File: src/hdl/prs_pkg.sv
`timescale 1ns / 1ps
`default_nettype none
// ----------------------------------------------------------------------------
// prs_pkg
// Shared types and constants of the paged record store.
// ----------------------------------------------------------------------------
package prs_pkg;

   localparam int MaxPages     = 16;
   localparam int SlotsPerPage = 64;
   localparam int PageW        = $clog2(MaxPages);
   localparam int SlotW        = $clog2(SlotsPerPage);
   localparam int PageCntW     = $clog2(MaxPages + 1);
   localparam int SlotCntW     = $clog2(SlotsPerPage + 1);
   localparam int KeyAddrW     = PageW + SlotW;

   localparam logic [15:0] HeaderBytes  = 16'd16;
   localparam logic [16:0] SlotOverhead = 17'd4;

   // Request operation codes.
   localparam logic [1:0] OpInsert = 2'd0;
   localparam logic [1:0] OpSearch = 2'd1;
   localparam logic [1:0] OpStatus = 2'd2;

   // Result kinds.
   localparam logic [1:0] KindAck    = 2'd0;
   localparam logic [1:0] KindSearch = 2'd1;
   localparam logic [1:0] KindPages  = 2'd2;
   localparam logic [1:0] KindRecs   = 2'd3;

   // Byte address of the page size register.
   localparam logic [1:0] CsrPageSize = 2'd0;

   typedef enum logic [3:0] {
      ST_IDLE,
      ST_INS_SCAN,
      ST_INS_NEW,
      ST_INS_WRITE,
      ST_SRCH_ADDR,
      ST_SRCH_CMP,
      ST_STAT_PAGE,
      ST_OUT
   } state_type;

   // Controller commands to the datapath.
   typedef struct packed {
      logic capture;     // latch request fields
      logic page_clr;    // clear page counter
      logic page_inc;    // step page counter
      logic slot_clr;    // clear slot counter
      logic slot_inc;    // step slot counter
      logic key_rd;      // issue key memory read
      logic open_page;   // open a new page
      logic place;       // store record in current page
      logic set_ack;     // build insert ack from current page
      logic set_fail;    // build failed insert ack
      logic set_found;   // build search hit
      logic set_miss;    // build search miss
      logic set_pages;   // build page count result
      logic set_recs;    // build page record count result
   } cmd_type;

   // Datapath status to the controller.
   typedef struct packed {
      logic [1:0] op;
      logic       page_end;    // page counter reached pages in use
      logic       store_full;  // all pages open
      logic       page_fits;   // current page takes the record
      logic       slot_end;    // slot counter reached page record count
      logic       key_hit;     // registered key read matches
   } stat_type;

endpackage
`default_nettype wire

File: src/hdl/prs_ctrl.sv
`timescale 1ns / 1ps
`default_nettype none
// ----------------------------------------------------------------------------
// prs_ctrl
// Sequencer for insert scan, key search and status report.
// ----------------------------------------------------------------------------
module prs_ctrl (
   input  wire logic             clock,
   input  wire logic             reset,
   input  wire logic             req_valid,
   output logic                  req_stall,
   output logic                  rsp_valid,
   input  wire logic             rsp_stall,
   output prs_pkg::cmd_type      cmd,
   input  wire prs_pkg::stat_type stat
);
   import prs_pkg::*;

   state_type state_ff, state_in;
   state_type ret_ff, ret_in;

   always_ff @(posedge clock) begin
      if (reset) begin
         state_ff <= ST_IDLE;
         ret_ff   <= ST_IDLE;
      end else begin
         state_ff <= state_in;
         ret_ff   <= ret_in;
      end
   end

   // Next state.
   always_comb begin
      state_in = state_ff;
      ret_in   = ret_ff;
      case (state_ff)
         ST_IDLE: if (req_valid) state_in = ST_INS_SCAN;
         ST_INS_SCAN: begin
            case (stat.op)
               OpInsert: begin
                  if (stat.page_end) state_in = ST_INS_NEW;
                  else if (stat.page_fits) state_in = ST_OUT;
               end
               OpSearch: state_in = ST_SRCH_ADDR;
               OpStatus: state_in = ST_OUT;
               default:  state_in = ST_IDLE;
            endcase
            ret_in = (stat.op == OpStatus) ? ST_STAT_PAGE : ST_IDLE;
         end
         ST_INS_NEW: state_in = stat.store_full ? ST_OUT : ST_INS_WRITE;
         ST_INS_WRITE: state_in = ST_OUT;
         ST_SRCH_ADDR: begin
            if (stat.page_end) state_in = ST_OUT;
            else if (!stat.slot_end) state_in = ST_SRCH_CMP;
         end
         ST_SRCH_CMP: state_in = stat.key_hit ? ST_OUT : ST_SRCH_ADDR;
         ST_STAT_PAGE: begin
            if (stat.page_end) begin
               state_in = ST_IDLE;
               ret_in   = ST_IDLE;
            end else begin
               state_in = ST_OUT;
            end
         end
         ST_OUT: if (!rsp_stall) state_in = ret_ff;
         default: state_in = ST_IDLE;
      endcase
   end

   // Outputs.
   always_comb begin
      cmd       = '0;
      req_stall = (state_ff != ST_IDLE);
      rsp_valid = (state_ff == ST_OUT);
      case (state_ff)
         ST_IDLE: begin
            cmd.capture  = 1'b1;
            cmd.page_clr = 1'b1;
            cmd.slot_clr = 1'b1;
         end
         ST_INS_SCAN: begin
            case (stat.op)
               OpInsert: begin
                  if (!stat.page_end) begin
                     if (stat.page_fits) begin
                        cmd.set_ack = 1'b1;
                        cmd.place   = 1'b1;
                     end else begin
                        cmd.page_inc = 1'b1;
                     end
                  end
               end
               OpStatus: cmd.set_pages = 1'b1;
               default: begin
               end
            endcase
         end
         ST_INS_NEW: begin
            if (stat.store_full) cmd.set_fail = 1'b1;
            else cmd.open_page = 1'b1;
         end
         ST_INS_WRITE: begin
            if (stat.page_fits) begin
               cmd.set_ack = 1'b1;
               cmd.place   = 1'b1;
            end else cmd.set_fail = 1'b1;
         end
         ST_SRCH_ADDR: begin
            if (stat.page_end) cmd.set_miss = 1'b1;
            else if (stat.slot_end) begin
               cmd.page_inc = 1'b1;
               cmd.slot_clr = 1'b1;
            end else cmd.key_rd = 1'b1;
         end
         ST_SRCH_CMP: begin
            if (stat.key_hit) cmd.set_found = 1'b1;
            else cmd.slot_inc = 1'b1;
         end
         // The record count is latched from the current page while the page
         // counter moves on to the next one.
         ST_STAT_PAGE: begin
            if (!stat.page_end) begin
               cmd.set_recs = 1'b1;
               cmd.page_inc = 1'b1;
            end
         end
         default: begin
         end
      endcase
   end

endmodule
`default_nettype wire

File: config.mk
export PLATFORM = sky130hd
export DESIGN_NAME = prs_ctrl
export DESIGN_NICKNAME = d
export VERILOG_FILES = /design/src/hdl/prs_pkg.sv /design/src/hdl/prs_ctrl.sv
export SDC_FILE = /design/constraint.sdc
export NUM_CORES = 1
export LEC_CHECK = 0
export BUFFER_PORTS_ARGS = -buffer_cell sky130_fd_sc_hd__buf_2
export CAP_MARGIN = 15
export CORE_UTILIZATION = 39
export CTS_BUF_LIST = sky130_fd_sc_hd__clkbuf_16
export DETAILED_ROUTE_END_ITERATION = 16
export GPL_ROUTABILITY_DRIVEN = 0
export GPL_TIMING_DRIVEN = 0
export HOLD_SLACK_MARGIN = 0.06
export PLACE_DENSITY = 0.81
export SYNTH_ARGS = -nofsm -noshare
export SYNTH_HDL_FRONTEND = slang
export SYNTH_SLANG_ARGS = --single-unit
File: constraint.sdc
create_clock -name clock -period 1.47 [get_ports clock]
set_clock_uncertainty 0.1 [all_clocks]
set_input_delay 0.0735 -clock clock [delete_from_list [all_inputs] [get_ports clock]]
set_output_delay 0.0735 -clock clock [all_outputs]
set_load 0.01 [all_outputs]
==> results of run 1 <==
[state kept, by name, indices dropped and copies added, names as in the netlist]
register  flops
state_ff      3
ret_ff        1
[layout make-up]
class	count	area [um2]	area share [%]
multi-input cells	60	439	49.0
repair buffers	33	193	21.5
flip-flops and latches	4	83.8	9.36
clock buffers	3	75.1	8.38
plain buffers	6	58.8	6.56
inverters	6	28.8	3.21
well taps	14	17.5	1.96
[synthesized netlist by cell type, types with 2 or more instances]
library cell / count
nor2_1: 8
inv_1: 6
nor3_1: 6
a211oi_1: 5
nand2b_1: 5
o21ai_0: 5
a21oi_1: 4
dfxtp_1: 4
nand2_1: 4
ha_1: 3
o21a_1: 3
buf_2: 2
buf_4: 2
nor4_1: 2
or2_2: 2
[layer usage]
| metal | vias up | track usage, % | share of wire [%] |
|---|---|---|---|
| met5 | - | 0 | 0 |
| met4 | 0 | 6.03 | 0 |
| met3 | 0 | 8.72 | 5.7 |
| met2 | 27 | 36.3 | 51 |
| met1 | 317 | 29.6 | 43 |
| li1 | 350 | - | - |
[worst register-to-register path: cells and delay by family, from the launching register on]
family | cells | cell delay [ns]
flops | 1 | 0.34
compound gates | 2 | 0.40
simple gates | 2 | 0.56
[cell families (layout without fill, tap and decap cells)]
logic type	after synthesis	count (layout)
AND/OR/NAND/NOR	34	34
flip-flops	4	4
adder cells (fa/ha/maj)	3	3
buffers and inverters	12	48
AO/OA/AOI/OAI	23	23
[power groups by stage]
stage	logic, uW	clock network, uW	registers [uW]
after floorplan	556	0	187
after global placement	748	0	199
after detailed placement	758	0	201
after CTS	899	427	215
after global routing	1110	441	229
final	1030	420	219
[timing repair]
| item | in CTS | in global routing |
|---|---|---|
| hold buffers | 1 | 0 |
| setup endpoints to repair | 14 | 10 |
| pin swaps | 1 | 5 |
| hold endpoints to repair | 3 | 0 |
| buffers inserted | 3 | 3 |
| gates resized for setup | 15 | 15 |
[metrics by stage]
| step | std cells | TNS [ns] | total power [uW] |
|---|---|---|---|
| floorplan | 76 | 0 | 743 |
| global placement | 116 | -0.164 | 947 |
| detailed placement | 116 | -0.314 | 959 |
| CTS | 123 | -0.0145 | 1540 |
| global route | 126 | -0.318 | 1790 |
| finish | 126 | -0.0150 | 1660 |
[worst paths after layout]
kind | start | endpoint | slack [ns] | cells after the start
worst max-delay path | state_ff[1] | state_ff[2] | -0.01 | 4
worst min-delay path | req_valid | state_ff[0] | 0.23 | 4
worst max register to register | state_ff[1] | state_ff[2] | -0.01 | 4
worst min register to register | ret_ff[1] | ret_ff[1] | 0.40 | 2
==> results by group, run 1 <==
Outcome
  – Status: finished, violations left
  – Failing checks: setup timing

Power and ir drop
  – Flop pwr share: between 10% and 20%
  – Power per cell area: roughly 1900 nW/um2
  – Pleak: approximately 0.00044 uW
  – Switching pwr: 655 uW
  – Pint: 1010 uW
  – Combinational Power Share: around 62%
  – Clock power frac: 25.2%
  – VDD IR-drop max: ~1.3 mV
  – Sw Ratio: between 30% and 40%

STA
  – Fin. max-slew vios: 0
  – Worst-margin pin slew: 0.302 ns
  – Min Hold Slack: 0.227 ns
  – Max frequency: 0.673 GHz
  – Setup repair after global routing missed its margin: yes
  – Minimum clock period: 1.48 ns
  – Worst setup margin: -0.0150 ns
  – Rel. slew slack: 79.6%
  – Fin. Hold Viols: 0
  – Setup Viol. Count Final: 1
  – Final cycle utilization of the critical path: 101%

Yosys
  – Avg Cell Area, Syn: approximately 6.8 um2
  – Synth Cell Area: approximately 520 um2
  – Combinational family with the most area after synthesis: simple AND/OR/NAND/NOR gates
  – Post-Syn Instances: 76
  – Register area share after synthesis: between 10% and 20%
  – Area leader, netlist: dfxtp_1
  – Cell variety after synth: 30
  – Top cells by area, synth: dfxtp_1, a211oi_1, ha_1
  – Synthesized flop and latch total: 4
  – Main synth FF type: dfxtp_1
  – Multiplexer area fraction after synthesis: 0%
  – Post-synthesis adder-cell area fraction: under 10%
  – YS warnings: 0
  – Yosys top cell area share: between 10% and 20%
  – Async set-reset flop share out of synthesis: 0%
  – Post-synthesis compound-gate area fraction: between 30% and 40%
  – Post-synth EDFFs: 0
  – Post-Synth XOR/XNOR Area: 0%
  – Post-Syn Nets: 90
  – Post-synthesis simple-gate area fraction: about 36%

Critical path
  – WP data required: 1.51 ns
  – Critical path's top delay family: simple AND/OR/NAND/NOR gates
  – CP cell instances: or3_4, o21a_4, and2_4, a211oi_2
  – CP Capture Type: flop
  – Critical path type: reg2reg
  – Slowest cell on crit path: or3_4
  – CP Launch Type: flop
  – Crit Path Max Fanout: 6
  – Crit path largest cell delay: ~0.4 ns
  – CP Data Arrival Time: about 1.5 ns
  – Worst Path Buf+Inv: 0

Die
  – Die area: roughly 1500 um2
  – Initial Util: between 40% and 50%
  – Core footprint: between 1000 and 1500 um2
  – Core Rows: 12
  – Io pins: 27
  – Die Wd: about 39 um
  – Overall die height: ~39 um

Drt
  – DR iter-0 viols: 25
  – Post-DRT Antenna Nets: 0
  – # DRC: 0
  – DRT Wirelength: between 1500 and 2000 um
  – Wirelength per Cell: between 10 and 15 um
  – Vias: approximately 700
  – Drt first pass iters: 4
  – Routed vias/inst: 5.51

GRT
  – Initial antenna violation count: 0
  – Global-route total usage across every layer: 23.2%
  – Largest net degree at the start of global routing: 11
  – Number of global-route vias before repair: between 500 and 600
  – Grt ovf: 0
  – First-pass GRT wire length: between 2000 and 2500 um

Placed design
  – Pre-CTS setup slack: -0.104 ns
  – Placed Area: ~670 um2
  – Buffers on Ports: 26
  – DP HPWL: 1020 um

Layout
  – Most common cell after layout, fill and taps aside: buf_2
  – Most frequent cells in the layout: buf_2, nor2_1, buf_4
  – Share of cells above drive strength 1: approximately 54%
  – Filler Cells Inserted: 87
  – Post-route cell area: around 900 um2
  – Final #Nets: ~130
  – Ant diodes: 0
  – Area Overhead vs Synth: 72.1%
  – Post-layout util: between 70 and 80%

CTS
  – CTS Buf Count: 3
  – TritonCTS clock tree: yes
  – Clock Latency Late Sink: ~0.22 ns
  – CTS clock-pin slew for the worst setup and hold paths: ~0.03 ns
  – Clock Sinks: 4
  – H-tree levels: 1
  – Root buffer cell: clkbuf_16
  – Max clock buf depth: 2

Min path
  – Worst hold path class: in2reg

Job
  – Max-cap violation count: 0
Power figures use the tool's default switching activity.
==> inputs of run 2 (changes only) <==
==> constraint.sdc (replaced) <==
create_clock -name clock -period 1.47 [get_ports clock]
set_clock_uncertainty 0.1 [all_clocks]
set_input_delay 0.294 -clock clock [delete_from_list [all_inputs] [get_ports clock]]
set_output_delay 0.294 -clock clock [all_outputs]
set_load 0.01 [all_outputs]
==> results by group, run 2 <==
Yosys
  – Cell variety after synth: 30
  – Synthesized flop and latch total: 4
  – Yosys top cell area share: roughly 15%
  – YS warnings: 0
  – Post-Syn Nets: 90
  – Top-count cell post-synth: nor2_1
  – Post-synth top cells: nor2_1, inv_1, nor3_1
  – Register area share after synthesis: between 10% and 20%
  – Async set-reset flop share out of synthesis: 0%
  – Avg Cell Area, Syn: around 6.8 um2
  – Main synth FF type: dfxtp_1
  – Post-synth EDFFs: 0
  – Area leader, netlist: dfxtp_1
  – Top cells by area, synth: dfxtp_1, a211oi_1, ha_1
  – Post-Syn Instances: 76
  – Synth Cell Area: 520 um2

Outcome
  – Status: stopped before the end
  – Last stage: global routing
  – Error: [ERROR DPL-0038] Utilization greater than 100%, impossible to legalize

Die
  – Core Rows: 12
  – Die Wd: ~39 um
  – Io pins: 27
  – Initial Util: around 44%
  – Overall die height: just under 40 um

Placed design
  – Placed Area: 681 um2
  – Dpl cells: roughly 120
  – Buffers on Ports: 26
  – DP HPWL: between 1000 and 1500 um

GRT
  – Largest net degree at the start of global routing: 11

STA
  – WEP type: output port
  – Grt repair worst endpoint: cmd[8]

CTS
  – Clock Sinks: 4
  – Max clock buf depth: 2
  – H-tree levels: 1
  – CTS Buf Count: 3
  – Root buffer cell: clkbuf_16
run 2: cell counts after synthesis:
No cell type changed its count.
run 2: through the flow:
stage	setup TNS, ns	worst slack (ns)
after global placement	-1.37	-0.256
after detailed placement	-1.62	-0.313
after floorplan	-0.00717	-0.00717
after CTS	-1.82	-0.176
run 2: what timing repair did:
action,4_1_cts
resized for setup,56
pin swaps,15
hold buffers,0
endpoints found under the setup margin,19
setup buffers,13
endpoints found under the hold margin,0
cloned,0
run 2: cell families after synthesis:
kind of cell / synth area share (%)
AND/OR/NAND/NOR: 36.3
AO/OA/AOI/OAI: 30.5
buffers and inverters: 10.6
flip-flops: 15.4
adder cells (fa/ha/maj): 7.21
==> inputs of run 3 (changes only) <==
- CORE_AREA: not set -> 2 2 63 65
- CORE_UTILIZATION: 39 -> not set
- CTS_BUF_LIST: sky130_fd_sc_hd__clkbuf_16 -> not set
- DIE_AREA: not set -> 0 0 65 67
- HOLD_SLACK_MARGIN: 0.06 -> not set
- PLACE_DENSITY: 0.81 -> not set
- PLACE_DENSITY_LB_ADDON: not set -> 0.15
- clock period: 1.47 -> 1.9 ns (I/O delays scaled with it)
==> results by group, run 3 (synthesized netlist as in run 1, its figures left out) <==
Critical path
  – Crit Path Max Fanout: 3
  – CP Data Arrival Time: between 1 and 1.5 ns
  – WP data required: around 1.4 ns
  – Most frequent CP cell: buf_2
  – CP Launch Type: input pin
  – Critical path type: in2out
  – CP cell instances: buf_2, inv_1, ha_2, nor2b_4, o2111a_1, buf_4, buf_2
  – Critical path's top delay family: buffers and inverters
  – Crit path largest cell delay: about 0.24 ns
  – Slowest cell on crit path: o2111a_1
  – Worst Path Buf+Inv: 4
  – CP Capture Type: output pin

STA
  – Minimum clock period: 1.85 ns
  – Rel. slew slack: about 80%
  – Fin. max-slew vios: 0
  – Setup Viol. Count Final: 0
  – Worst-margin pin slew: 0.299 ns
  – Max frequency: 0.541 GHz
  – Fin. Hold Viols: 0
  – Final cycle utilization of the critical path: between 90% and 100%
  – Min Hold Slack: around 0.29 ns

Power and ir drop
  – Combinational Power Share: about two thirds
  – Sw Ratio: about 44%
  – Flop pwr share: about 17%
  – Clock power frac: 17.7%
  – Pint: 562 uW
  – Power per cell area: about 1300 nW/um2
  – VDD IR-drop max: roughly 0.23 mV
  – Switching pwr: ~450 uW
  – Pleak: ~0.00038 uW

Drt
  – Post-DRT Antenna Nets: 0
  – Vias: 651
  – Routed vias/inst: 4.25
  – Drt first pass iters: 4
  – DR iter-0 viols: 62
  – DRT Wirelength: approximately 1800 um
  – # DRC: 0
  – Wirelength per Cell: roughly 12 um

CTS
  – Clock Sinks: 4
  – TritonCTS clock tree: yes
  – Clock Latency Late Sink: ~0.22 ns
  – CTS Buf Count: 3
  – Max clock buf depth: 2
  – H-tree levels: 1
  – Total setup buffers inserted after CTS: 0
  – Root buffer cell: clkbuf_8
  – CTS clock-pin slew for the worst setup and hold paths: roughly 0.03 ns

Layout
  – Top Registers: state_ff x3, ret_ff x1
  – Most frequent cells in the layout: buf_2, nor2_1
  – Final #Nets: around 120
  – Largest reg by FF count: state_ff
  – Most common cell after layout, fill and taps aside: buf_2
  – Area Overhead vs Synth: 54.3%
  – Share of cells above drive strength 1: 43.8%
  – Ant diodes: 0
  – Post-route cell area: between 800 and 900 um2
  – Max FFs per register: 3

GRT
  – Global-route total usage across every layer: around 8.6%
  – Grt ovf: 0
  – First-pass GRT wire length: 2940 um
  – Initial antenna violation count: 0
  – Number of global-route vias before repair: ~650
  – Largest net degree at the start of global routing: 11

Die
  – Initial Util: 14.4%
  – Overall die height: approximately 67 um
  – Die area: 4360 um2
  – Core footprint: approximately 3600 um2
  – Io pins: 27
  – Core Rows: 22
  – Die Wd: ~65 um

Placed design
  – Placed Area: 711 um2
  – Buffers on Ports: 26
  – DP HPWL: about 1400 um

Min path
  – Worst hold path class: in2reg

Job
  – Max-cap violation count: 0

Outcome
  – Status: finished, final reports clean
## run 3: layout make-up
cell class	count	area (um2)
clock buffers	3	41.3
plain buffers	6	52.6
fillers	415	2800
repair buffers	26	130
well taps	48	60.1
inverters	6	22.5
multi-input cells	60	415
flip-flops and latches	4	81.3
## run 3: path summary, 6_finish.rpt
| kind | depth (start not counted) | endpoint | start | slack, ns |
|---|---|---|---|---|
| setup / recovery | 7 | cmd[6] | stat[5] | 0.05 |
| hold / removal | 2 | state_ff[2] | reset | 0.29 |
| setup reg to reg | 4 | state_ff[0] | state_ff[1] | 0.34 |
| hold reg to reg | 2 | ret_ff[1] | ret_ff[1] | 0.40 |
## run 3: worst register-to-register path: cells and delay by family (launching register included)
kind               cells  cell delay (ns)
and+or+nand+nor        2             0.59
DFF                    1             0.35
AOI/OAI and AO/OA      2             0.44
## run 3: layer usage
metal,GRT usage (%),up-vias,routed length (um)
met2,12.5,29,750
met3,2.20,2,153
met5,0,-,0
met1,11.7,286,896
met4,3.99,0,13
li1,-,334,-
## run 3: power by group through the flow
stage | Clock [uW] | Combinational (uW) | Sequential (uW)
after global placement | 0 | 615 | 159
after floorplan | 0 | 430 | 145
final | 179 | 664 | 168
after global routing | 192 | 743 | 175
after CTS | 185 | 639 | 157
after detailed placement | 0 | 614 | 155
## run 3: stage by stage
step / cells / setup WS [ns] / total power [uW] / utilization (%) / setup TNS [ns]
final: 153 / 0.0504 / 1010 / 22.3 / 0
after detailed placement: 150 / -0.0810 / 769 / 19.7 / -0.134
after global routing: 153 / -0.0144 / 1110 / 22.3 / -0.0144
after global placement: 150 / -0.0641 / 774 / 19.7 / -0.0954
after floorplan: 76 / 0.140 / 575 / - / 0
after CTS: 153 / -0.0238 / 981 / 21.4 / -0.0238
## run 3: what timing repair did
item                                    in CTS  in global routing
pin swaps                                    0                  1
endpoints found under the hold margin        0                  0
resized for setup                            8                 10
endpoints found under the setup margin       9                  6
hold buffers                                 0                  0
